===== src/hdl/c2pq_pkg.sv =====
`timescale 1ns / 1ps
// ----------------------------------------------------------------------------
// c2pq_pkg
// Shared types, constants and the arctangent table for the cartesian to
// polar CORDIC.
// ----------------------------------------------------------------------------
package c2pq_pkg;

  localparam int DEF_COORD_WIDTH   = 16;
  localparam int DEF_CORDIC_STAGES = 16;

  localparam int GUARD_BITS   = 16;
  localparam int ANGLE_FRAC   = 16;
  localparam int ANGLE_WIDTH  = 16;
  localparam int QUAD_WIDTH   = 3;
  localparam int Z_WIDTH      = 26;
  localparam int GAIN_WIDTH   = 30;
  localparam int ROUND_SHIFT  = ANGLE_FRAC - 7;

  localparam logic [GAIN_WIDTH-1:0] GAIN_Q30 = 30'd652032874;

  localparam logic signed [ANGLE_WIDTH-1:0] HALF_TURN_Q7    = 16'sd23040;
  localparam logic signed [ANGLE_WIDTH-1:0] QUARTER_TURN_Q7 = 16'sd11520;
  localparam logic signed [Z_WIDTH-1:0]     HALF_TURN_Z     = 26'sd11796480;
  localparam logic signed [Z_WIDTH-1:0]     ROUND_HALF_Z    = 26'sd256;

  typedef enum logic [QUAD_WIDTH-1:0] {
    QUAD_AXIS = 3'd0,
    QUAD_1    = 3'd1,
    QUAD_2    = 3'd2,
    QUAD_3    = 3'd3,
    QUAD_4    = 3'd4
  } quad_e;

  typedef enum logic [1:0] {
    BASE_ZERO = 2'd0,
    BASE_POS  = 2'd1,
    BASE_NEG  = 2'd2
  } base_e;

  typedef logic signed [Z_WIDTH-1:0] zacc_t;

  // control travelling alongside each word through the chain
  typedef struct packed {
    logic                           valid;
    quad_e                          quad;
    logic                           special;
    base_e                          base;
    logic signed [ANGLE_WIDTH-1:0]  spec_angle;
  } side_t;

  // atan(2^-i) in degrees, scaled by 2^16
  function automatic zacc_t atan_q16(input logic [4:0] idx);
    zacc_t r;
    r = '0;
    unique case (idx)
      5'd0:    r = 26'sd2949120;
      5'd1:    r = 26'sd1740967;
      5'd2:    r = 26'sd919879;
      5'd3:    r = 26'sd466945;
      5'd4:    r = 26'sd234379;
      5'd5:    r = 26'sd117304;
      5'd6:    r = 26'sd58666;
      5'd7:    r = 26'sd29335;
      5'd8:    r = 26'sd14668;
      5'd9:    r = 26'sd7334;
      5'd10:   r = 26'sd3667;
      5'd11:   r = 26'sd1833;
      5'd12:   r = 26'sd917;
      5'd13:   r = 26'sd458;
      5'd14:   r = 26'sd229;
      5'd15:   r = 26'sd115;
      5'd16:   r = 26'sd57;
      5'd17:   r = 26'sd29;
      5'd18:   r = 26'sd14;
      5'd19:   r = 26'sd7;
      5'd20:   r = 26'sd4;
      5'd21:   r = 26'sd2;
      5'd22:   r = 26'sd1;
      default: r = '0;
    endcase
    return r;
  endfunction

endpackage


===== src/hdl/c2pq_cell.sv =====
`timescale 1ns / 1ps
// ----------------------------------------------------------------------------
// c2pq_cell
// One vectoring micro-rotation of the CORDIC chain, registered.
// ----------------------------------------------------------------------------
module c2pq_cell #(
  parameter int XW    = 35,
  parameter int SHIFT = 0
) (
  input  logic                  clk_i,
  input  logic                  rst_ni,
  input  logic                  en_i,
  input  logic signed [XW-1:0]  x_i,
  input  logic signed [XW-1:0]  y_i,
  input  c2pq_pkg::zacc_t       z_i,
  input  c2pq_pkg::side_t       side_i,
  output logic signed [XW-1:0]  x_o,
  output logic signed [XW-1:0]  y_o,
  output c2pq_pkg::zacc_t       z_o,
  output c2pq_pkg::side_t       side_o
);
  import c2pq_pkg::*;

  localparam zacc_t ATAN = atan_q16(5'(SHIFT));

  logic signed [XW-1:0] xs, ys, x_d, y_d, x_q, y_q;
  zacc_t                z_d, z_q;
  side_t                side_q;
  logic                 y_pos;

  always_comb begin
    xs    = x_i >>> SHIFT;
    ys    = y_i >>> SHIFT;
    y_pos = !y_i[XW-1] && (y_i != '0);
    x_d   = x_i;
    y_d   = y_i;
    z_d   = z_i;
    // axis and origin words pass untouched
    if (!side_i.special) begin
      if (y_pos) begin
        x_d = x_i + ys;
        y_d = y_i - xs;
        z_d = z_i + ATAN;
      end else begin
        x_d = x_i - ys;
        y_d = y_i + xs;
        z_d = z_i - ATAN;
      end
    end
  end

  always_ff @(posedge clk_i or negedge rst_ni) begin
    if (!rst_ni) begin
      side_q <= '0;
    end else if (en_i) begin
      side_q <= side_i;
    end
  end

  always_ff @(posedge clk_i) begin
    if (en_i) begin
      x_q <= x_d;
      y_q <= y_d;
      z_q <= z_d;
    end
  end

  assign x_o    = x_q;
  assign y_o    = y_q;
  assign z_o    = z_q;
  assign side_o = side_q;

endmodule


===== config.mk =====
export PLATFORM = sky130hd
export DESIGN_NAME = c2pq_cell
export DESIGN_NICKNAME = d
export VERILOG_FILES = /design/src/hdl/c2pq_pkg.sv /design/src/hdl/c2pq_cell.sv
export SDC_FILE = /design/constraint.sdc
export NUM_CORES = 1
export LEC_CHECK = 0
export BUFFER_PORTS_ARGS = -buffer_cell sky130_fd_sc_hd__buf_2
export CORE_AREA = 4 4 149 151
export CTS_CLUSTER_SIZE = 20
export DETAILED_ROUTE_END_ITERATION = 10
export DIE_AREA = 0 0 153 155
export PLACE_DENSITY = 0.8
export REMOVE_ABC_BUFFERS = 1
export SLEW_MARGIN = 20
export SYNTH_ARGS = -nofsm -noshare
export SYNTH_HDL_FRONTEND = slang
export SYNTH_SLANG_ARGS = --single-unit

===== constraint.sdc =====
create_clock -name clk_i -period 0.83 [get_ports clk_i]
set_input_delay 0.0415 -clock clk_i [delete_from_list [all_inputs] [get_ports clk_i]]
set_output_delay 0.0415 -clock clk_i [all_outputs]
set_load 0.02 [all_outputs]

==> results of run 1 <==
==> stage by stage <==
stage | cells | worst slack, ps
floorplan | 1250 | -3676
global placement | 2206 | -2499
detailed placement | 2206 | -2518
==> cells by family after synthesis <==
logic type	count (synthesis)	share of synthesized area, %
adders and majority gates	114	12.84
AOI/OAI and AO/OA	453	25.46
buffers and inverters	179	6.387
DFF	119	30.49
muxes	65	6.001
and+or+nand+nor	332	14.26
xor gates and xnor gates	59	4.556
==> metrics, run 1 <==
H-tree depth=4; Sink Count=119; top-count cell post-synth=a21oi_1; chip height=approximately 160 um; status=aborted with a tool error; Hold Buf Count CTS=50; Post-synth EDFFs=96; Tool Error=[ERROR DPL-0033] detailed placement checks failed during check placement.; I/O pins=between 200 and 250; Initial Util=54.47%; stopping stage=4_1_cts; Synth area leader=edfxtp_1; asr flop ratio synth=19.33%; post-synthesis cell type count=86; Post-Syn Area=11340 sq um; Max clock buf depth=2; Setup Fix Bufs, Post-CTS=a little under 100; post-DP HPWL=~36 mm; die outline width=about 150 um; Core Rows=between 50 and 60; # port buffers=between 200 and 250; Routability Congestion=around 1; share of the synthesized area in the top cell type=between 20% and 30%; synth cell count leaders=a21oi_1, ha_1, inv_1; Synth Register Bits=~120; Syn Area/Cell=about 8.6 sq um; Post-CTS Resized=about 570; synth top area cells=edfxtp_1, ha_1, a21oi_1; Yosys warnings=0; Post-Syn Instances=roughly 1300; TritonCTS Buffers=17; sequential area share after synthesis=30.49%; DP Area=approximately 16000 sq um; Primary FF master, synth=edfxtp_1; clock root buffer=clkbuf_16
==> run 2, diff against run 1 <==
- CORE_AREA: 4 4 149 151 -> 4 4 174 176
- CTS_CLUSTER_SIZE: 20 -> not set
- DIE_AREA: 0 0 153 155 -> 0 0 178 180
- PLACE_DENSITY: 0.8 -> not set
- PLACE_DENSITY_LB_ADDON: not set -> 0.15
==> run 2 against run 1 <==
The flow now finishes, with violations (setup timing). Synthesized cell count unchanged. Area after synthesis is the same.
==> metrics, run 2 <==
status=complete, but fails checks (was aborted with a tool error); failing checks=setup timing; Post-Syn Instances=1321 (unchanged); Die ar.=around 32000 sq um; Sink Count=119 (unchanged); initial antenna violation count=1; largest net degree at the start of global routing=44; DR iter-0 viols=around 1100; chip height=180 um (was 155 um); Max clock buf depth=2 (unchanged); most frequent cells in the layout=buf_4, buf_6, buf_2; per-cell routed wire length=about 22 um; hold path depth=3; Worst Hold Class=primary input to register; Post-Syn Area=11340 sq um (unchanged); Top delay family on crit path=compound AO/OA/AOI/OAI gates; CP max FO=5; ANT nets after route=0; first-pass GRT wire length=a little under 80 mm; asr flop ratio synth=19.33% (unchanged); Post-synth EDFFs=96 (unchanged); Slew @ Worst Pin=509.1 ps; fin area=about 22000 sq um; Worst Setup Path Type=primary input to register; crit path cell chain=buf_8, ha_4, fa_2, nor2b_4, o311a_1, o22a_1, a21oi_4, nor3_4, o211ai_1, a221oi_2, or4_1, o211ai_1; f_max=roughly 400 MHz; Hold WS=between 8 and 9 ps; Synth Register Bits=119 (unchanged); synth cell count leaders=a21oi_1, ha_1, inv_1 (unchanged); VDD IR max=1.457 mV; Yosys warnings=0 (unchanged); Primary FF master, synth=edfxtp_1 (unchanged); Clock Skew=0 ps; final hold violations=0; worst hold endpoint=x_o[19]; Worst Hold Launch=x_i[19]; worst slack at placement=-2605 ps (was -2518 ps); total power=roughly 31 mW; leakage power=9.754 nW; Crit-path slowest cell=or4_1; Core Rows=62 (was 53); post-synthesis cell type count=86 (unchanged); DRT Pass-1 Iters=7; Routability Congestion=0.9407 (was 1.008); most common cell after layout, fill and taps aside=buf_4; Tcrit/Tclk final=302.1%; die outline width=178 um (was 153 um); fin crit period=~2500 ps; Via density=around 5.6; crit path capture type=register; Startpoint Class=primary input; buffers plus inverters on the worst setup path=1; RSZ-0062 raised after global routing=true; Final Max Tran Viols=0; Reg2Reg Depth=2; synth top area cells=edfxtp_1, ha_1, a21oi_1 (unchanged); Crit Reg-Reg Endpoint=side_o[7]; TritonCTS Buffers=17 (unchanged); Final WS setup=-1677 ps; GR Layer Usage met3=roughly 5.4%; arrival time at the worst endpoint=between 2000 and 3000 ps; DRC=0; top-count cell post-synth=a21oi_1 (unchanged); R2R setup slack=-130 ps; grt ovf=0; Layout Nets=between 2000 and 2500; Layout fillers=roughly 1900; Slew headroom=65.80%; met2 Use GR=a little over half; H-tree depth=4 (unchanged); vias in the first global route=14111; # Max-Cap Violations=0; # port buffers=240 (unchanged); clock root buffer=clkbuf_16 (unchanged); DP Area=16220 sq um (was 15980 sq um); post-DP HPWL=35.67 mm (was 36.08 mm); Core Region=approximately 29000 sq um; GRT Max-Usage Layer=met2; setup violators final=203; crit-path most repeated cell=o211ai_1; Total GRT Usage=approximately 31%; Initial Util=39.62% (was 54.47%); clk slew on worst S/H paths=approximately 70 ps; share of cells above drive strength 1=a little under three fifths; sequential area share after synthesis=30.49% (unchanged); share of the synthesized area in the top cell type=25.42% (unchanged); met1 Use GR=between 30% and 40%; via count=around 14000; Synth area leader=edfxtp_1 (unchanged); Syn Area/Cell=8.586 sq um (unchanged); worst skew pair latency=between 400 and 500 ps; Req. time, crit path=about 1100 ps; clock tree from TritonCTS=built; Power Dens Cells=roughly 1400 nW/um^2; I/O pins=241 (unchanged); area grow syn2layout=94.03%; drt total wl=approximately 55 mm; worst reg2reg startpoint=side_o[7]; Worst path max stage delay=approximately 420 ps
run 2: cell counts after synthesis:
Identical to the previous run, type by type.
run 2: cells by family after synthesis:
kind of cell | share of synthesized area, %
mux | 6.001
flops | 30.49
xor+xnor | 4.556
compound gates | 25.46
buf+inv | 6.387
fa+ha+maj | 12.84
simple gates | 14.26
run 2: what timing repair did:
item	CTS	global route
hold buffers	49	0
pin swaps	182	161
hold endpoints to repair	71	0
setup buffers	88	41
setup endpoints to repair	196	203
gates resized for setup	608	264
gates cloned	5	9
run 2: worst max-delay path by stage:
stage	start	slack, ps	cells past startpoint	end
6_report	x_i[0]	-1680	12	x_o[32]
5_1_grt	y_i[27]	-1760	17	z_o[25]
4_1_cts	x_i[1]	-1600	12	y_o[31]
3_5_place_dp	y_i[25]	-2610	16	z_o[25]
3_3_place_gp	x_i[4]	-2490	14	y_o[18]
2_1_floorplan	y_i[11]	-3680	14	z_o[25]
run 2: where the power goes:
group	leakage (nW)	total (mW)	switching (mW)	internal (mW)
logic	8.26	15.5	7.77	7.73
clock network	0.284	7.48	3.40	4.07
registers	1.21	7.69	0.367	7.32
run 2: cell type report:
class / count / area [sq um] / share of cell area (%)
tap: 384 / 480.5 / 2.183
sequential: 119 / 3458 / 15.71
multi-input combinational: 1023 / 9508 / 43.20
inverter: 108 / 430.4 / 1.956
clock buffer: 18 / 450.4 / 2.047
clock inverter: 14 / 113.9 / 0.5174
antenna: 1 / 2.502 / 0.01137
timing repair buffer: 863 / 7564 / 34.37
run 2: metrics by stage:
step           TNS, ps  util, %  cells
2_1_floorplan  -170220        -   1250
3_3_place_gp   -162490    56.67   2330
3_5_place_dp   -165800    56.67   2330
4_1_cts        -121160    71.88   2496
5_1_grt        -136160    76.87   2529
6_report       -127200    76.88   2530
run 2: layer usage:
metal  up-vias  part of all wire, %
met2       762                   49
met4         2                  4.5
li1       6452                    -
met5         -                0.024
met1      6849                   39
met3       178                  7.6
run 2: tightest hold or removal path, stage by stage:
cell	delay, ps
buf_2	90
inv_1	70
mux2i_1	130
Power figures use the tool's default switching activity.
