## src/hdl/c2pq_pkg.sv

```systemverilog
`timescale 1ns / 1ps
// ----------------------------------------------------------------------------
// c2pq_pkg
// Shared types, constants and the arctangent table for the cartesian to
// polar CORDIC.
// ----------------------------------------------------------------------------
package c2pq_pkg;

  localparam int DEF_COORD_WIDTH   = 16;
  localparam int DEF_CORDIC_STAGES = 16;

  localparam int GUARD_BITS   = 16;
  localparam int ANGLE_FRAC   = 16;
  localparam int ANGLE_WIDTH  = 16;
  localparam int QUAD_WIDTH   = 3;
  localparam int Z_WIDTH      = 26;
  localparam int GAIN_WIDTH   = 30;
  localparam int ROUND_SHIFT  = ANGLE_FRAC - 7;

  localparam logic [GAIN_WIDTH-1:0] GAIN_Q30 = 30'd652032874;

  localparam logic signed [ANGLE_WIDTH-1:0] HALF_TURN_Q7    = 16'sd23040;
  localparam logic signed [ANGLE_WIDTH-1:0] QUARTER_TURN_Q7 = 16'sd11520;
  localparam logic signed [Z_WIDTH-1:0]     HALF_TURN_Z     = 26'sd11796480;
  localparam logic signed [Z_WIDTH-1:0]     ROUND_HALF_Z    = 26'sd256;

  typedef enum logic [QUAD_WIDTH-1:0] {
    QUAD_AXIS = 3'd0,
    QUAD_1    = 3'd1,
    QUAD_2    = 3'd2,
    QUAD_3    = 3'd3,
    QUAD_4    = 3'd4
  } quad_e;

  typedef enum logic [1:0] {
    BASE_ZERO = 2'd0,
    BASE_POS  = 2'd1,
    BASE_NEG  = 2'd2
  } base_e;

  typedef logic signed [Z_WIDTH-1:0] zacc_t;

  // control travelling alongside each word through the chain
  typedef struct packed {
    logic                           valid;
    quad_e                          quad;
    logic                           special;
    base_e                          base;
    logic signed [ANGLE_WIDTH-1:0]  spec_angle;
  } side_t;

  // atan(2^-i) in degrees, scaled by 2^16
  function automatic zacc_t atan_q16(input logic [4:0] idx);
    zacc_t r;
    r = '0;
    unique case (idx)
      5'd0:    r = 26'sd2949120;
      5'd1:    r = 26'sd1740967;
      5'd2:    r = 26'sd919879;
      5'd3:    r = 26'sd466945;
      5'd4:    r = 26'sd234379;
      5'd5:    r = 26'sd117304;
      5'd6:    r = 26'sd58666;
      5'd7:    r = 26'sd29335;
      5'd8:    r = 26'sd14668;
      5'd9:    r = 26'sd7334;
      5'd10:   r = 26'sd3667;
      5'd11:   r = 26'sd1833;
      5'd12:   r = 26'sd917;
      5'd13:   r = 26'sd458;
      5'd14:   r = 26'sd229;
      5'd15:   r = 26'sd115;
      5'd16:   r = 26'sd57;
      5'd17:   r = 26'sd29;
      5'd18:   r = 26'sd14;
      5'd19:   r = 26'sd7;
      5'd20:   r = 26'sd4;
      5'd21:   r = 26'sd2;
      5'd22:   r = 26'sd1;
      default: r = '0;
    endcase
    return r;
  endfunction

endpackage

```

## src/hdl/c2pq_prep.sv

```systemverilog
`timescale 1ns / 1ps
// ----------------------------------------------------------------------------
// c2pq_prep
// Entry cell: quadrant, axis and origin cases, half-plane fold and guard
// bit scaling ahead of the rotation chain.
// ----------------------------------------------------------------------------
module c2pq_prep #(
  parameter int COORD_WIDTH = c2pq_pkg::DEF_COORD_WIDTH,
  parameter int XW          = COORD_WIDTH + c2pq_pkg::GUARD_BITS + 3
) (
  input  logic                          clk_i,
  input  logic                          rst_ni,
  input  logic                          en_i,
  input  logic                          valid_i,
  input  logic signed [COORD_WIDTH-1:0] coord_x_i,
  input  logic signed [COORD_WIDTH-1:0] coord_y_i,
  output logic signed [XW-1:0]          x_o,
  output logic signed [XW-1:0]          y_o,
  output c2pq_pkg::side_t               side_o
);
  import c2pq_pkg::*;

  logic signed [XW-1:0] xe, ye, x_d, y_d, x_q, y_q;
  side_t                side_d, side_q;
  logic                 x_zero, y_zero, x_neg, y_neg;

  always_comb begin
    xe     = {{(XW-COORD_WIDTH){coord_x_i[COORD_WIDTH-1]}}, coord_x_i};
    ye     = {{(XW-COORD_WIDTH){coord_y_i[COORD_WIDTH-1]}}, coord_y_i};
    x_zero = (coord_x_i == '0);
    y_zero = (coord_y_i == '0);
    x_neg  = coord_x_i[COORD_WIDTH-1];
    y_neg  = coord_y_i[COORD_WIDTH-1];

    side_d            = '0;
    side_d.valid      = valid_i;
    side_d.quad       = QUAD_AXIS;
    side_d.base       = BASE_ZERO;
    side_d.spec_angle = '0;
    if (!x_zero && !y_zero) begin
      priority if (!x_neg && !y_neg) side_d.quad = QUAD_1;
      else if (x_neg && !y_neg)      side_d.quad = QUAD_2;
      else if (x_neg && y_neg)       side_d.quad = QUAD_3;
      else                           side_d.quad = QUAD_4;
    end

    x_d = '0;
    y_d = '0;
    priority if (x_zero && y_zero) begin
      side_d.special = 1'b1;
    end else if (y_zero) begin
      side_d.special    = 1'b1;
      x_d               = (x_neg ? -xe : xe) <<< GUARD_BITS;
      side_d.spec_angle = x_neg ? HALF_TURN_Q7 : '0;
    end else if (x_zero) begin
      side_d.special    = 1'b1;
      x_d               = (y_neg ? -ye : ye) <<< GUARD_BITS;
      side_d.spec_angle = y_neg ? -QUARTER_TURN_Q7 : QUARTER_TURN_Q7;
    end else if (x_neg) begin
      side_d.base = y_neg ? BASE_NEG : BASE_POS;
      x_d         = (-xe) <<< GUARD_BITS;
      y_d         = (-ye) <<< GUARD_BITS;
    end else begin
      x_d = xe <<< GUARD_BITS;
      y_d = ye <<< GUARD_BITS;
    end
  end

  always_ff @(posedge clk_i or negedge rst_ni) begin
    if (!rst_ni) begin
      side_q <= '0;
    end else if (en_i) begin
      side_q <= side_d;
    end
  end

  always_ff @(posedge clk_i) begin
    if (en_i) begin
      x_q <= x_d;
      y_q <= y_d;
    end
  end

  assign x_o    = x_q;
  assign y_o    = y_q;
  assign side_o = side_q;

endmodule

```

## config.mk

```make
export PLATFORM = sky130hd
export DESIGN_NAME = c2pq_prep
export DESIGN_NICKNAME = d
export VERILOG_FILES = /design/src/hdl/c2pq_pkg.sv /design/src/hdl/c2pq_prep.sv
export SDC_FILE = /design/constraint.sdc
export NUM_CORES = 1
export LEC_CHECK = 0
export BUFFER_PORTS_ARGS = -buffer_cell sky130_fd_sc_hd__buf_2
export CAP_MARGIN = 20
export CORE_ASPECT_RATIO = 1.2
export CORE_UTILIZATION = 50
export CTS_CLUSTER_SIZE = 8
export DETAILED_ROUTE_END_ITERATION = 8
export PLACE_DENSITY = 0.83
export RECOVER_POWER = 25
export SYNTH_ARGS = -nofsm -noshare
export SYNTH_HDL_FRONTEND = slang
export SYNTH_SLANG_ARGS = --single-unit
```

## constraint.sdc

```tcl
create_clock -name clk_i -period 0.85 [get_ports clk_i]
set_clock_uncertainty 0.05 [all_clocks]
set_input_delay 0.1275 -clock clk_i [delete_from_list [all_inputs] [get_ports clk_i]]
set_output_delay 0.1275 -clock clk_i [all_outputs]
set_load 0.01 [all_outputs]
```

# Word-level counts from Yosys, hierarchy flattened

Cells that the tools add are included.

Register bits after elaboration: 93
Logic and storage cells: 44

Reductions and logical operators: 12
Add/subtract/negate cells: 2
Multiplexer cells: 22

Operator list:

| kind                  | number |
|---|---|
| two-way mux 35 bit    | 4 |
| two-way mux 16 bit    | 3 |
| two-way mux 19 bit    | 2 |
| negation 16 -> 19 bit | 2 |
| zero test 16 bit      | 2 |
| two-way mux 18 bit    | 1 |
| two-way mux 15 bit    | 1 |
| two-way mux 3 bit     | 4 |
| two-way mux 2 bit     | 4 |
| logical AND 1 bit     | 5 |
| zero test 1 bit       | 4 |
| two-way mux 1 bit     | 3 |
| OR reduction 3 bit    | 1 |

# Logic depth before layout (Yosys ltp)

Depth after elaboration: 5
Mapped depth: 9
Depth with buffers taken out: 7

# Worst setup path before layout

No wires, ideal clock.

Path kind: input to register
Start: in coord_y_i[8]
End: reg y_q[33] (netlist: y_o[33]) (data pin)
Data required time: 654 ps
Cell stages on the path: 7
Buffers on the path: 2
Slack: -1134 ps
Arrival time: 1788 ps
Setup time: 146 ps
Path through: buf_2 or4_1 buf_2 or3_1 nor2b_1 ha_1 a21oi_1

Cells in the longest elaborated chain, start to end: 3
Elaborated cells between the ends (all ways): 5
Those cells by class: add/sub: 1; mux: 1; reduce/logical: 3

Ends and longest elaborated chain:

| element                                                                       | RTL line        | text |
|---|---|---|
| start: declaration                                                            | c2pq_prep.sv:16 | `input logic signed [COORD_WIDTH-1:0] coord_y_i,` |
| parallel branches: the longest is 3 deep, another holds negation 16 -> 19 bit | n/a             |  |
| end signal: assignment                                                        | c2pq_prep.sv:80 | `y_q <= y_d;` |
| end: declaration                                                              | c2pq_prep.sv:23 | `logic signed [XW-1:0] xe, ye, x_d, y_d, x_q, y_q;` |

Parallel ways; which one is timed is not known.
A chain may end at the register's enable or synchronous reset.

# Worst setup path after layout

Start: in coord_y_i[5]
End: reg y_q[33] (netlist: y_o[33]) (data pin)

Same word-level chain as after synthesis.

==> impl_metrics.csv <==
group,metric,value,unit
outcome,status,"finished, violations left",
logic_synthesis,synthAdderAreaFrac,3.72,%
logic_synthesis,syn_inst,319,
final_layout,final_nets,552,
placed_design,dpl.hpwl,6190,um
logic_synthesis,synth-xor-area-share,9.90,%
worst_setup_path,path_cells,"buf_2 -> nor3_2 -> nand3_4 -> or3_4 -> nor2b_2 -> ha_1 -> a21oi_2",
worst_setup_path,critPathBufInv,1,
sta,fmax,0.621,GHz
logic_synthesis,synth_edf_count,38,
grt,grt_pass1_wl,16500,um
final_layout,syn2layout_area_growth,62.9,%
sta,fin_crit_sh,189,%
final_layout,drive_gt1_share,63.1,%
grt,grt-ovfl-total,0,
pwr,p_leak,2.50,nW
worst_setup_path,crit_fanout,2,
route,ant_nets,0,
pwr,peakVddDrop,766,uV
sta,worstMarginPinSlew,0.567,ns
clock_network,cts-htree-levels,2,
job,cap_violations,0,
logic_synthesis,synth_top_area_share,34.0,%
floorplanning,die_area,7050,sq um
sta,slew_headroom,62.2,%
outcome,failed_checks,"negative setup slack",
route,wirelength,12900,um
sta,finalHoldViolCount,0,
hold_path,hold_class,"in -> reg",
placed_design,placed_cell_area,4280,sq um
clock_network,cts_buffers,5,
clock_network,clockBufferDepth,2,
worst_setup_path,crit_slowest_cell,"or3_4",
route,via_per_inst,5.67,
logic_synthesis,avgSynthCellArea,10.5,sq um
logic_synthesis,yosysSeqAreaShare,42.9,%
logic_synthesis,synth_area,3360,sq um
grt,grt_util_all_layers,30.9,%
route,num_vias,3358,
worst_setup_path,arrival,1.72,ns
logic_synthesis,synth_top_family_by_area,"simple AND/OR/NAND/NOR gates",
sta,setup_viol,110,
clock_network,clkTransAtPathRegs,0.10,ns
floorplanning,die_h,91.8,um
worst_setup_path,critical_path_class,"in -> reg",
logic_synthesis,synth-simple-area-share,14.3,%
sta,worst_slack,-0.761,ns
logic_synthesis,synth_flop_cell,"edfxtp_1",
sta,finalCriticalPeriod,1.61,ns
placed_design,place_congestion,0.865,
final_layout,final_area,5470,sq um
floorplanning,initial_utilization,52.1,%
route,post-route-drc-count,0,
worst_setup_path,crit_family,"simple AND/OR/NAND/NOR gates",
grt,grt_max_degree,24,
worst_setup_path,slowest_delay,0.42,ns
worst_setup_path,startpoint_type,"input port",
logic_synthesis,synth_common_cells,"buf_4, edfxtp_1, xor2_1",
worst_setup_path,cp.required,0.96,ns
pwr,p_per_area,1240,nW/um^2
floorplanning,num_io_pins,129,
sta,rsz0062_at_grt,"yes",
clock_network,worstSkewPairLatency,0.30,ns
floorplanning,core,6450,sq um
logic_synthesis,synth.ff_latch_count,50,
clock_network,clock_sinks,50,
sta,slew_viol_final,0,
logic_synthesis,ys_types,52,
route,drt_iter0_markers,313,
grt,first_global_vias,3145,
clock_network,cts_tree,"yes",
logic_synthesis,synth_largest_area_cell,"edfxtp_1",
route,drt-wirelength-per-cell,21.9,um
grt,antenna_found_initial,0,
logic_synthesis,async_reset_ff_share,24.0,%
worst_setup_path,worst_setup_path_end_kind,"register",
clock_network,cts_root_buffer,"clkbuf_8",
logic_synthesis,synth_area_leaders,"edfxtp_1, buf_4, dfrtp_1",
logic_synthesis,synthMuxAreaShare,4.62,%
logic_synthesis,yosysMostFrequentCell,"buf_4",
floorplanning,row_count,32,
logic_synthesis,synth_compound_area_share,10.9,%
placed_design,port_buffers,88,
route,first_pass_iters,5,
floorplanning,die_w,76.8,um
final_layout,diodes,0,
logic_synthesis,yosys_warnings,0,
sta,fin_tns_setup,-40.35,ns
-- stage by stage --
stage / worst slack (ns) / total power [mW] / utilization [%] / cells / hold slack (ns)
after floorplan: -1.06 / 3.89 / - / 358 / -0.218
after global placement: -0.983 / 4.40 / 66.4 / 543 / -0.0425
after detailed placement: -1.05 / 4.45 / 66.4 / 543 / -0.0376
after CTS: -0.655 / 6.34 / 77.3 / 575 / 0.0134
after global routing: -0.797 / 6.94 / 84.9 / 592 / 0.0143
final: -0.761 / 6.77 / 84.9 / 592 / 0.0150
-- power breakdown --
part,internal [mW],switching [mW],total (mW)
sequential,2.89,0.0807,2.97
clock,0.878,0.910,1.79
combinational,0.873,1.14,2.01
total,4.64,2.13,6.77
-- routing by layer --
layer  routed length (um)  vias up  global-route usage [%]
met5                    0        -                       0
met4                  712        0                    17.6
met3                  834       67                    4.88
met2                 6620      234                    56.3
met1                 4780     1648                    33.6
li1                     -     1409                       -
-- timing repair --
item,CTS,global route
gates resized for setup,90,80
setup endpoints to repair,102,103
hold endpoints to repair,12,0
setup buffers,22,18
pin swaps,44,34
gates cloned,1,1
hold buffers,1,0
-- registers in the layout (all words and copies together) (netlist names) --
signal / cells
x_o: 19
side_o: 12
y_o: 19
-- final timing paths --
check	startpoint	to	slack [ns]	depth (start not counted)
max	coord_y_i[5]	y_o[33]	-0.76	7
min	valid_i	side_o[22]	0.02	2
max reg2reg	side_o[8]	side_o[8]	-0.12	2
min reg2reg	side_o[11]	side_o[11]	0.53	2
max in group asynchronous	rst_ni	side_o[11]	0.33	2
min in group asynchronous	rst_ni	side_o[14]	0.17	2
-- final cells by class --
cell class / count / area, sq um
inverters: 11 / 50.0
fillers: 300 / 972
flip-flops and latches: 50 / 1440
multi-input cells: 238 / 2270
well taps: 85 / 106
clock buffers: 5 / 68.8
clock inverters: 3 / 45.0
repair buffers: 200 / 1490
-- cells by family (layout without fill, tap and decap cells) --
group / Yosys count / after routing
compound gates: 52 / 52
buf+inv: 72 / 219
mux: 13 / 13
other cells: 1 / 40
flops: 50 / 50
fa+ha+maj: 10 / 10
simple gates: 83 / 85
xor+xnor: 38 / 38
-- placed cells by master, fill, tap and decap left out, types with 3 or more instances in the layout --
| cell | Yosys | routed |
|---|---|---|
| buf_4 | 45 | 86 |
| nand2_4 | 0 | 3 |
| nor3_4 | 0 | 3 |
| buf_6 | 1 | 30 |
| buf_12 | 0 | 3 |
| nor2_2 | 5 | 9 |
| nor2_1 | 25 | 9 |
| nand2b_4 | 0 | 5 |
| mux2i_1 | 5 | 5 |
| dfrtp_1 | 12 | 12 |
| nand2_1 | 21 | 10 |
| clkbuf_2 | 0 | 3 |
| o41ai_4 | 0 | 5 |
| o31ai_2 | 2 | 5 |
| nand2_2 | 0 | 7 |
| buf_8 | 0 | 4 |
| mux2_4 | 4 | 8 |
| o31ai_1 | 10 | 3 |
| buf_2 | 8 | 73 |
| conb_1 | 1 | 40 |
| and2_1 | 3 | 3 |
| xor2_1 | 32 | 24 |
| edfxtp_1 | 38 | 38 |
| inv_1 | 10 | 8 |
| xor2_2 | 0 | 7 |
| a21oi_2 | 0 | 6 |
| o21ai_1 | 9 | 7 |
| xnor2_1 | 6 | 5 |
| clkinvlp_4 | 0 | 3 |
| clkbuf_8 | 0 | 5 |
| o31ai_4 | 0 | 4 |
| o21ai_2 | 0 | 9 |
| ha_1 | 10 | 6 |
| nor2_4 | 0 | 12 |
(Power assumes the default switching activity.)
