`src/hdl/c2pq_pkg.sv`:
```
`timescale 1ns / 1ps
// ----------------------------------------------------------------------------
// c2pq_pkg
// Shared types, constants and the arctangent table for the cartesian to
// polar CORDIC.
// ----------------------------------------------------------------------------
package c2pq_pkg;

  localparam int DEF_COORD_WIDTH   = 16;
  localparam int DEF_CORDIC_STAGES = 16;

  localparam int GUARD_BITS   = 16;
  localparam int ANGLE_FRAC   = 16;
  localparam int ANGLE_WIDTH  = 16;
  localparam int QUAD_WIDTH   = 3;
  localparam int Z_WIDTH      = 26;
  localparam int GAIN_WIDTH   = 30;
  localparam int ROUND_SHIFT  = ANGLE_FRAC - 7;

  localparam logic [GAIN_WIDTH-1:0] GAIN_Q30 = 30'd652032874;

  localparam logic signed [ANGLE_WIDTH-1:0] HALF_TURN_Q7    = 16'sd23040;
  localparam logic signed [ANGLE_WIDTH-1:0] QUARTER_TURN_Q7 = 16'sd11520;
  localparam logic signed [Z_WIDTH-1:0]     HALF_TURN_Z     = 26'sd11796480;
  localparam logic signed [Z_WIDTH-1:0]     ROUND_HALF_Z    = 26'sd256;

  typedef enum logic [QUAD_WIDTH-1:0] {
    QUAD_AXIS = 3'd0,
    QUAD_1    = 3'd1,
    QUAD_2    = 3'd2,
    QUAD_3    = 3'd3,
    QUAD_4    = 3'd4
  } quad_e;

  typedef enum logic [1:0] {
    BASE_ZERO = 2'd0,
    BASE_POS  = 2'd1,
    BASE_NEG  = 2'd2
  } base_e;

  typedef logic signed [Z_WIDTH-1:0] zacc_t;

  // control travelling alongside each word through the chain
  typedef struct packed {
    logic                           valid;
    quad_e                          quad;
    logic                           special;
    base_e                          base;
    logic signed [ANGLE_WIDTH-1:0]  spec_angle;
  } side_t;

  // atan(2^-i) in degrees, scaled by 2^16
  function automatic zacc_t atan_q16(input logic [4:0] idx);
    zacc_t r;
    r = '0;
    unique case (idx)
      5'd0:    r = 26'sd2949120;
      5'd1:    r = 26'sd1740967;
      5'd2:    r = 26'sd919879;
      5'd3:    r = 26'sd466945;
      5'd4:    r = 26'sd234379;
      5'd5:    r = 26'sd117304;
      5'd6:    r = 26'sd58666;
      5'd7:    r = 26'sd29335;
      5'd8:    r = 26'sd14668;
      5'd9:    r = 26'sd7334;
      5'd10:   r = 26'sd3667;
      5'd11:   r = 26'sd1833;
      5'd12:   r = 26'sd917;
      5'd13:   r = 26'sd458;
      5'd14:   r = 26'sd229;
      5'd15:   r = 26'sd115;
      5'd16:   r = 26'sd57;
      5'd17:   r = 26'sd29;
      5'd18:   r = 26'sd14;
      5'd19:   r = 26'sd7;
      5'd20:   r = 26'sd4;
      5'd21:   r = 26'sd2;
      5'd22:   r = 26'sd1;
      default: r = '0;
    endcase
    return r;
  endfunction

endpackage

```
`src/hdl/c2pq_post.sv`:
```
`timescale 1ns / 1ps
// ----------------------------------------------------------------------------
// c2pq_post
// Gain removal, rounding and saturation of radius and angle in two
// registered steps, the second being the output register.
// ----------------------------------------------------------------------------
module c2pq_post #(
  parameter int COORD_WIDTH = c2pq_pkg::DEF_COORD_WIDTH,
  parameter int XW          = COORD_WIDTH + c2pq_pkg::GUARD_BITS + 3
) (
  input  logic                                  clk_i,
  input  logic                                  rst_ni,
  input  logic                                  en_i,
  input  logic signed [XW-1:0]                  x_i,
  input  c2pq_pkg::zacc_t                       z_i,
  input  c2pq_pkg::side_t                       side_i,
  output logic                                  valid_o,
  output c2pq_pkg::quad_e                       quad_o,
  output logic [COORD_WIDTH-1:0]                radius_o,
  output logic signed [c2pq_pkg::ANGLE_WIDTH-1:0] angle_o
);
  import c2pq_pkg::*;

  localparam int LO_W  = 15;
  localparam int HW    = XW - LO_W;
  localparam int HL    = HW / 2;
  localparam int HH    = HW - HL;
  localparam int PLW   = HL + GAIN_WIDTH;
  localparam int PHW   = HH + GAIN_WIDTH;
  localparam int LPW   = LO_W + GAIN_WIDTH;
  localparam int PW    = HW + GAIN_WIDTH + 1;
  localparam int RSH   = LO_W + GUARD_BITS;
  localparam int AQW   = Z_WIDTH - ROUND_SHIFT;

  localparam logic signed [AQW-1:0] ANG_MAX = AQW'(HALF_TURN_Q7);
  localparam logic signed [AQW-1:0] ANG_MIN = -AQW'(HALF_TURN_Q7);

  // first step
  logic [XW-1:0]                  u;
  logic [LPW-1:0]                 lo_full;
  logic [PLW-1:0]                 pl_d, pl_q;
  logic [PHW-1:0]                 ph_d, ph_q;
  logic [GAIN_WIDTH-1:0]          lo_d, lo_q;
  zacc_t                          total, total_r;
  logic signed [AQW-1:0]          aq;
  logic signed [ANGLE_WIDTH-1:0]  ang_d, ang_q;
  logic [COORD_WIDTH-1:0]         srad_q;
  logic                           v1_q, spec_q;
  quad_e                          quad1_q;

  // second step
  logic [PW-1:0]                  p, pr;
  logic [HW-1:0]                  rad_full;
  logic [COORD_WIDTH-1:0]         rad_d, rad_q;
  logic signed [ANGLE_WIDTH-1:0]  ang2_q;
  logic                           v2_q;
  quad_e                          quad2_q;

  always_comb begin
    u       = x_i[XW-1] ? '0 : XW'(x_i);
    lo_full = LPW'(u[LO_W-1:0]) * LPW'(GAIN_Q30);
    lo_d    = lo_full[LPW-1:LO_W];
    pl_d    = PLW'(u[LO_W+HL-1:LO_W]) * PLW'(GAIN_Q30);
    ph_d    = PHW'(u[XW-1:LO_W+HL]) * PHW'(GAIN_Q30);

    unique case (side_i.base)
      BASE_POS: total = z_i + HALF_TURN_Z;
      BASE_NEG: total = z_i - HALF_TURN_Z;
      default:  total = z_i;
    endcase
    total_r = total + ROUND_HALF_Z;
    aq      = total_r[Z_WIDTH-1:ROUND_SHIFT];
    priority if (aq > ANG_MAX) ang_d = HALF_TURN_Q7;
    else if (aq < ANG_MIN)     ang_d = -HALF_TURN_Q7;
    else                       ang_d = aq[ANGLE_WIDTH-1:0];
    if (side_i.special) begin
      ang_d = side_i.spec_angle;
    end
  end

  always_comb begin
    p        = (PW'(ph_q) << HL) + PW'(pl_q) + PW'(lo_q);
    pr       = p + (PW'(1) << (RSH - 1));
    rad_full = pr[PW-1:RSH];
    if (spec_q) begin
      rad_d = srad_q;
    end else if (rad_full[HW-1:COORD_WIDTH] != '0) begin
      rad_d = '1;
    end else begin
      rad_d = rad_full[COORD_WIDTH-1:0];
    end
  end

  always_ff @(posedge clk_i or negedge rst_ni) begin
    if (!rst_ni) begin
      v1_q <= 1'b0;
      v2_q <= 1'b0;
    end else if (en_i) begin
      v1_q <= side_i.valid;
      v2_q <= v1_q;
    end
  end

  always_ff @(posedge clk_i) begin
    if (en_i) begin
      pl_q    <= pl_d;
      ph_q    <= ph_d;
      lo_q    <= lo_d;
      ang_q   <= ang_d;
      spec_q  <= side_i.special;
      srad_q  <= x_i[GUARD_BITS+COORD_WIDTH-1:GUARD_BITS];
      quad1_q <= side_i.quad;
      rad_q   <= rad_d;
      ang2_q  <= ang_q;
      quad2_q <= quad1_q;
    end
  end

  assign valid_o  = v2_q;
  assign quad_o   = quad2_q;
  assign radius_o = rad_q;
  assign angle_o  = ang2_q;

endmodule

```
`config.mk`:
```
export PLATFORM = sky130hd
export DESIGN_NAME = c2pq_post
export DESIGN_NICKNAME = d
export VERILOG_FILES = /design/src/hdl/c2pq_pkg.sv /design/src/hdl/c2pq_post.sv
export SDC_FILE = /design/constraint.sdc
export NUM_CORES = 1
export LEC_CHECK = 0
export BUFFER_PORTS_ARGS = -buffer_cell sky130_fd_sc_hd__buf_4
export CAP_MARGIN = 20
export CORE_MARGIN = 2
export CORE_UTILIZATION = 40
export CTS_BUF_LIST = sky130_fd_sc_hd__clkbuf_8
export CTS_CLUSTER_DIAMETER = 40
export DETAILED_ROUTE_END_ITERATION = 10
export MAX_ROUTING_LAYER = met4
export PLACE_DENSITY_LB_ADDON = 0.25
export SLEW_MARGIN = 30
export SYNTH_ARGS = -nofsm -noshare
export SYNTH_HDL_FRONTEND = slang
export SYNTH_SLANG_ARGS = --single-unit
```
`constraint.sdc`:
```
create_clock -name clk_i -period 9.35 [get_ports clk_i]
set_input_delay 1.4025 -clock clk_i [delete_from_list [all_inputs] [get_ports clk_i]]
set_output_delay 1.4025 -clock clk_i [all_outputs]
set_load 0.1 [all_outputs]
```
* Word level (Yosys, flattened, before mapping)
Cells that the tools add are included.
Word-level totals: flip-flop bits (word level) 181, input port bits 87, output and inout port bits 36, logic and storage cells 33
Operators by class: $add $sub $neg 6, multipliers 3, magnitude comparators 2, equal/unequal tests 2, muxes and demuxes 7, reductions and logical operators 1
Operators by type and width (count):
- $mux W16 | 5
- $pmux W26 S2 | 1
- $add A50 B40 Y51 | 1
- $add A51 B30 Y51 | 1
- $add A51 B31 Y51 const B | 1
- $mul A15 B29 Y44 const B | 1
- $mul A10 B29 Y39 const B | 1
- $mul A9 B29 Y38 const B | 1
- $mux W34 | 1
- $add A26 B10 Y26 const B | 1
- $add A26 B25 Y26 const B | 1
- $sub A26 B25 Y26 const B | 1
- $gt A17 B16 Y1 const B | 1
- $lt A17 B16 Y1 const B | 1
- $reduce_bool A4 Y1 | 1
- $eq A2 B1 Y1 const B | 1
- $eq A2 B2 Y1 const B | 1

* Depth between registers and ports, before layout
Gate-level depths: netlist (run 1).
word-level depth 7, mapped depth 26, mapped depth without buffers 24

* Worst setup path after synthesis (run 1)
OpenSTA, ideal clock, no wires.
kind in2reg, start input port x_i[34], end register lo_q[28] (data pin), library setup time 0.258 ns, arrival 7.457 ns, data required time 9.092 ns, slack 1.635 ns, cell stages on the path 24, path buffers 2, cells stage by stage clkbuf_1 -> clkbuf_1 -> nand2b_1 -> inv_1 -> ha_1 -> fa_1 -> inv_1 -> fa_1 -> inv_1 -> fa_1 -> fa_1 -> inv_1 -> fa_1 -> inv_1 -> ha_1 -> a21o_1 -> a21o_1 -> a21o_1 -> a2111o_1 -> a31oi_1 -> o22ai_1 -> a311o_1 -> a21oi_1 -> xnor2_1
Between the ends: longest elaborated chain between the ends 2
RTL lines:
- start, declared | RTL line c2pq_post.sv:14 | input logic signed [XW-1:0] x_i,
- $mux W34 | RTL line c2pq_post.sv:60 | u = x_i[XW-1] ? '0 : XW'(x_i);
- $mul A15 B29 Y44 | RTL line c2pq_post.sv:61 | lo_full = LPW'(u[LO_W-1:0]) * LPW'(GAIN_Q30);
- via lo_full[43] | RTL line c2pq_post.sv:40 | logic [LPW-1:0] lo_full;
- end signal, assigned | RTL line c2pq_post.sv:108 | lo_q <= lo_d;
- end, declared | RTL line c2pq_post.sv:43 | logic [GAIN_WIDTH-1:0] lo_d, lo_q;
The timed path passes the listed nets, and every way through them passes these cells. A chain may end at the register's enable or synchronous reset.

* Final worst setup path (run 1)
start input port x_i[34], end register lo_q[13] (data pin)
Same word-level chain as after synthesis.

==> results.tsv, run 1 <==
stage	metric	value	unit
drt	totalWireLength	62160	um
min_path	hold_path_class	reg -> reg	
floorplanning	row_count	91	
synth	ys_ff_latch	179	
drt	first_pass_iters	5	
sta	report.final.slew_viol_count	0	
sta	period_minus_slack	8041	ps
global_routing	first_global_vias	18240	
synth	ys_seq_area_share	21.33	%
clocking	clkSinkCount	179	
finish	syn2layout_area_growth	9.290	%
global_routing	gr-usage-met1	26.38	%
place	port_buffers	114	
synth	ys.flop_type	edfxtp_1	
synth	yosys-top-cells-count	inv_1, ha_1, fa_1	
clocking	clk_path_buf_depth	2	
global_routing	use_met3	1.745	%
pwr	p_leak	13.65	nW
setup_path	worstRegToRegCells	11	
setup_path	crit_path_end_kind	flop	
synth	yosysTopAreaCell	fa_1	
sta	max_slew_margin	39.42	%
setup_path	worst-setup-path-type	in -> reg	
sta	finalSetupViolCount	0	
job	cap_violations	0	
sta	final_hold_viol_count	0	
clocking	clk_latency	540	ps
pwr	ir_worst_vdd	178.9	uV
sta	max_freq	124.4	MHz
global_routing	grtUsageTotal	20.79	%
pwr	power_density	308.9	nW/um2
clocking	cts_tree	yes	
synth	netlist.area_leader.share	27.21	%
place	place_congestion	0.9769	
sta	layout_worst_path_cycle_share	86.00	%
synth	async_flop_share	1.117	%
clocking	cts-hold-fix-buffers	0	
finish	nNetsFinal	3337	
clocking	post_cts_buffers	0	
clocking	cts-htree-levels	4	
setup_path	cp.arrival	8330	ps
drt	vias	17190	
synth	syn_avg_cell_area	10.47	um2
pwr	power.total	8.493	mW
sta	worstMarginPinSlew	906.9	ps
synth	synth-warning-count	0	
setup_path	critPathLaunchType	input port	
floorplanning	die_w	254.8	um
synth	synth_area_leaders	fa_1, edfxtp_1, ha_1, inv_1, xnor2_1	
global_routing	busiest_layer	met2	
floorplanning	coreArea	61940	um2
place	dp_hpwl	53760	um
synth	synth-edff-count	177	
synth	synth.net_count	3220	
global_routing	grt_use_met2	35.95	%
synth	synth_cell_types	75	
clocking	cts_buffers	17	
drt	antenna_left	0	
floorplanning	chipHeight	254.8	um
global_routing	grt.overflow.total	0	
setup_path	worst_ep_required_time	9640	ps
clocking	path_clk_slew	110	ps
drt	wl_per_cell	18.44	um
clocking	root_buffer	clkbuf_8	
synth	synth_cells	2404	
global_routing	grt_pass1_wl	100500	um
global_routing	antenna_found_initial	1	
synth	yosysMostFrequentCell	inv_1	
clocking	cts_resized	0	
floorplanning	die_area	64920	um2
sta	finalSetupTns	0	ps
floorplanning	ioPinCount	123	
drt	drcViolationCount	0	
sta	rsz0062_at_grt	no	
finish	diodes	0	
sta	fin_worst_skew	14.10	ps
global_routing	grt_max_degree	110	
setup_path	crit_fanout	48	
drt	drt-vias-per-instance	5.098	
floorplanning	start_util	40.62	%
min_path	hold_depth	0	
finish	drive_gt1_share	7.459	%
synth	synth_area	25160	um2
status	status	completed	
drt	drt_iter0_markers	893	
metal layers:
metal	routed length (um)	vias to the layer above
met2	31710	252
met5	0	-
li1	-	8326
met4	1131	0
met3	1585	52
met1	27720	8557
critical path, stage by stage:
cell and delay (ps):
buf_4 500, nand2b_1 380, inv_1 110, ha_1 400
inv_1 130, fa_1 670, inv_1 80, fa_1 490
inv_1 50, fa_1 480, inv_1 70, fa_1 450
fa_1 470, ha_1 320, a211oi_1 230, o31ai_1 160
a21oi_1 280, nor2b_1 180, o211ai_1 290, nand2_1 280
a2111oi_0 560, nor3_1 150, xor2_1 160
report_power, final:
part           leakage (nW)  switching [mW]  total [mW]  internal [mW]
clock network         0.222           0.333       0.588          0.255
registers              1.74           0.135        1.50           1.36
logic                  11.7            3.74        6.41           2.67
total                  13.7            4.21        8.49           4.29
logic make-up after synthesis:
family	after synthesis	share of synthesized area, %
flops	179	21.33
buf+inv	517	7.744
fa+ha+maj	730	46.50
mux	11	0.5222
simple gates	425	8.495
compound gates	414	10.89
xor+xnor	128	4.521
stage by stage:
stage	instance area [um2]	utilization, %	hold slack (ps)	setup slack, ps	cells
floorplan	25160	-	400.3	1635	2404
global placement	27030	43.64	400.9	854.6	3339
detailed placement	27030	43.64	404.5	842.6	3339
CTS	27490	44.37	417.7	1443	3371
global route	27500	44.39	432.9	948.6	3371
finish	27500	44.39	411.6	1309	3371
flip-flops by register name, summed over array words and instances (netlist names):
signal	count
pl_q	39
ph_q	38
lo_q	29
ang_q	16
angle_o	16
radius_o	16
srad_q	16
quad1_q	3
quad_o	3
spec_q	1
v1_q	1
valid_o	1
cell type report:
type                    instances  area [um2]
well taps                     837        1047
repair buffers                123       929.6
flip-flops and latches        179        5365
clock inverters                15       220.2
multi-input cells            1708       17850
fillers                      5989       34440
clock buffers                  17       234.0
inverters                     492        1847
worst paths after layout:
kind                                     start               endpoint  slack (ps)
hold reg to reg            ang_q[10]$_DFFE_PP_  angle_o[10]$_DFFE_PP_         410
setup reg to reg             lo_q[4]$_DFFE_PP_  radius_o[2]$_DFFE_PP_        5040
max in group asynchronous               rst_ni    valid_o$_DFFE_PN0P_        8660
setup / recovery                       x_i[34]     lo_q[13]$_DFFE_PP_        1310
hold / removal             ang_q[10]$_DFFE_PP_  angle_o[10]$_DFFE_PP_         410
min in group asynchronous               rst_ni       v1_q$_DFFE_PN0P_         610
layout by cell type (no fill, tap or decap), types with 6 or more instances in the layout:
| cell type | instances |
|---|---|
| a2111oi_0 | 10 |
| a211o_1 | 10 |
| a211oi_1 | 18 |
| a21boi_0 | 8 |
| a21o_1 | 61 |
| a21oi_1 | 117 |
| a221oi_1 | 10 |
| a31oi_1 | 16 |
| and2_1 | 10 |
| and3_1 | 19 |
| buf_4 | 122 |
| clkbuf_8 | 18 |
| edfxtp_1 | 177 |
| fa_1 | 342 |
| ha_1 | 387 |
| inv_1 | 492 |
| mux2i_1 | 6 |
| nand2_1 | 91 |
| nand2b_1 | 39 |
| nand3_1 | 30 |
| nand4_1 | 20 |
| nor2_1 | 103 |
| nor2b_1 | 43 |
| nor3_1 | 28 |
| o2111ai_1 | 6 |
| o211ai_1 | 10 |
| o21a_1 | 16 |
| o21ai_0 | 65 |
| o21bai_1 | 10 |
| o31ai_1 | 15 |
| or2_2 | 14 |
| or3_1 | 10 |
| xnor2_1 | 77 |
| xor2_1 | 50 |
Power figures use the tool's default switching activity.
==> inputs of run 2 (changes only) <==
Settings changed: CORE_UTILIZATION 40 to 39.
==> run 2 against run 1 <==
Sequential share of layout area about the same. Count of clock-buffer cells in the layout unchanged. Critical path depth unchanged. Clock power decreased by 6.8%. Register-to-register slack improved by 20 ps. Sequential cell count unchanged. Combinational power about the same. Via count increased by 1.2%. Sequential power about the same. Clock skew increased by 6.2 ps. Critical path type unchanged. Critical endpoint is now lo_q[28]$_DFFE_PP_. Largest cell class unchanged.
==> results.tsv, run 2 (synthesis gave the netlist of run 1 again) <==
stage	metric	value	unit	change
status	status	completed		unchanged
sta	worstMarginPinSlew	985.2	ps	was 906.9 ps
floorplanning	ioPinCount	123		unchanged
drt	first_pass_iters	6		was 5
finish	drive_gt1_share	7.383	%	was 7.459%
sta	rsz0062_at_grt	no		unchanged
drt	drt_iter0_markers	965		was 893
clocking	clk_latency	510	ps	was 540 ps
clocking	cts_tree	yes		unchanged
job	cap_violations	0		unchanged
setup_path	crit_fanout	48		unchanged
sta	final_hold_viol_count	0		unchanged
global_routing	grt_max_degree	111		was 110
setup_path	cp_slowest_cell	fa_1		unchanged
sta	max_freq	123.9	MHz	was 124.4 MHz
setup_path	crit_path_end_kind	flop		unchanged
global_routing	grt.overflow.total	0		unchanged
clocking	cts-htree-levels	4		unchanged
drt	totalWireLength	62620	um	was 62,160 um
sta	max_slew_margin	34.32	%	was 39.42%
sta	period_minus_slack	8069	ps	was 8041 ps
setup_path	cp.arrival	8320	ps	was 8330 ps
finish	syn2layout_area_growth	9.156	%	was 9.290%
floorplanning	chipHeight	258.0	um	was 254.8 um
finish	stdcell_count	3388		was 3,371
drt	drcViolationCount	0		unchanged
clocking	clkSinkCount	179		unchanged
finish	layout_common_cells	inv_1, ha_1, fa_1		unchanged
sta	finalSetupTns	0	ps	unchanged
place	port_buffers	114		unchanged
floorplanning	die_area	66560	um2	was 64,920 um2
drt	wl_per_cell	18.48	um	was 18.44 um
floorplanning	start_util	39.24	%	was 40.62%
clocking	clk_path_buf_depth	2		unchanged
place	place_congestion	0.9693		was 0.9769
pwr	power_density	307.9	nW/um2	was 308.9 nW/um2
finish	largest_reg_flops	39		unchanged
finish	nNetsFinal	3336		was 3,337
place	numPlacedInstances	3356		was 3,339
floorplanning	coreArea	64120	um2	was 61,940 um2
setup_path	cp_cell_sequence	buf_4 -> nand2b_1 -> inv_1 -> ha_1 -> fa_1 -> inv_1 -> fa_1 -> inv_1 -> fa_1 -> fa_1 -> inv_1 -> fa_1 -> inv_1 -> ha_1 -> a21o_1 -> a21o_1 -> a21o_1 -> a2111o_1 -> a31oi_1 -> o22ai_1 -> a311o_1 -> a21oi_1 -> xnor2_1		was buf_4 -> nand2b_1 -> inv_1 -> ha_1 -> inv_1 -> fa_1 -> inv_1 -> fa_1 -> inv_1 -> fa_1 -> inv_1 -> fa_1 -> fa_1 -> ha_1 -> a211oi_1 -> o31ai_1 -> a21oi_1 -> nor2b_1 -> o211ai_1 -> nand2_1 -> a2111oi_0 -> nor3_1 -> xor2_1
sta	finalSetupViolCount	0		unchanged
finish	diodes	0		unchanged
pwr	ir_worst_vdd	168.7	uV	was 178.9 uV
drt	vias	17400		was 17,190
sta	whs	411.1	ps	was 411.6 ps
sta	fin_worst_skew	20.32	ps	was 14.10 ps
clocking	cts-hold-fix-buffers	0		unchanged
sta	report.final.slew_viol_count	0		unchanged
setup_path	slowest_delay	670	ps	about the same
global_routing	antenna_found_initial	1		unchanged
clocking	path_clk_slew	100	ps	was 110 ps
setup_path	worst_ep_required_time	9600	ps	was 9640 ps
sta	layout_worst_path_cycle_share	86.30	%	was 86.00%
setup_path	worst-setup-path-type	in -> reg		unchanged
finish	layout_commonest_cell	inv_1		unchanged
global_routing	first_global_vias	18590		was 18,240
clocking	post_cts_buffers	0		unchanged
clocking	root_buffer	clkbuf_8		unchanged
clocking	cts_resized	0		unchanged
setup_path	critPathLaunchType	input port		unchanged
pwr	p_leak	13.62	nW	was 13.65 nW
drt	antenna_left	0		unchanged
floorplanning	row_count	93		was 91
place	dp_hpwl	53790	um	was 53,760 um
clocking	cts_buffers	17		unchanged
finish	largest-register	pl_q		unchanged
floorplanning	die_w	258.0	um	was 254.8 um
global_routing	grtUsageTotal	20.00	%	was 20.79%
min_path	hold_path_class	reg -> reg		unchanged
global_routing	grt_pass1_wl	100700	um	was 100,500 um
finish	reg_top3	pl_q x39, ph_q x38, lo_q x29		unchanged
drt	drt-vias-per-instance	5.134		was 5.098
run 2: layer usage:
metal,routed length [um],GRT usage [%]
met1,27770,25.48
met2,31600,33.98
met3,1978,2.424
met4,1269,4.801
met5,0,-
run 2: power by group:
part	switching, mW	internal [mW]
registers	0.133	1.36
logic	3.74	2.67
clock network	0.326	0.221
run 2: critical path, delay by kind of cell:
family                   cells  cell delay (ps)
AO/OA/AOI/OAI                8             2020
XOR/XNOR                     1               80
adder cells (fa/ha/maj)      7             3480
buffers and inverters        6              930
AND/OR/NAND/NOR              1              380
run 2: final timing paths:
path                                          from                     to  slack, ps  depth (start not counted)
worst max-delay path                       x_i[34]     lo_q[28]$_DFFE_PP_       1280                         23
worst min-delay path            ang_q[9]$_DFFE_PP_   angle_o[9]$_DFFE_PP_        410                          0
worst max register to register   pl_q[4]$_DFFE_PP_  radius_o[3]$_DFFE_PP_       5060                         11
worst min register to register  ang_q[9]$_DFFE_PP_   angle_o[9]$_DFFE_PP_        410                          0
max in group asynchronous                   rst_ni    valid_o$_DFFE_PN0P_       8620                          1
min in group asynchronous                   rst_ni       v1_q$_DFFE_PN0P_        650                          1
run 2: metrics by stage:
| step | utilization, % | area, um2 | total power [mW] | worst slack, ps |
|---|---|---|---|---|
| floorplan | - | 25160 | 6.272 | 1635 |
| global placement | 42.18 | 27050 | 7.811 | 836.4 |
| detailed placement | 42.20 | 27050 | 7.911 | 771.0 |
| CTS | 42.83 | 27460 | 8.528 | 1311 |
| global route | 42.83 | 27460 | 9.385 | 947.1 |
| finish | 42.83 | 27460 | 8.454 | 1281 |
run 2: layout make-up:
type / instances / area (um2)
clock inverter: 15 / 171.4
tap: 855 / 1070
timing repair buffer: 122 / 922.1
multi-input combinational: 1708 / 17850
inverter: 492 / 1847
fill: 6159 / 36650
sequential: 179 / 5365
clock buffer: 17 / 234.0
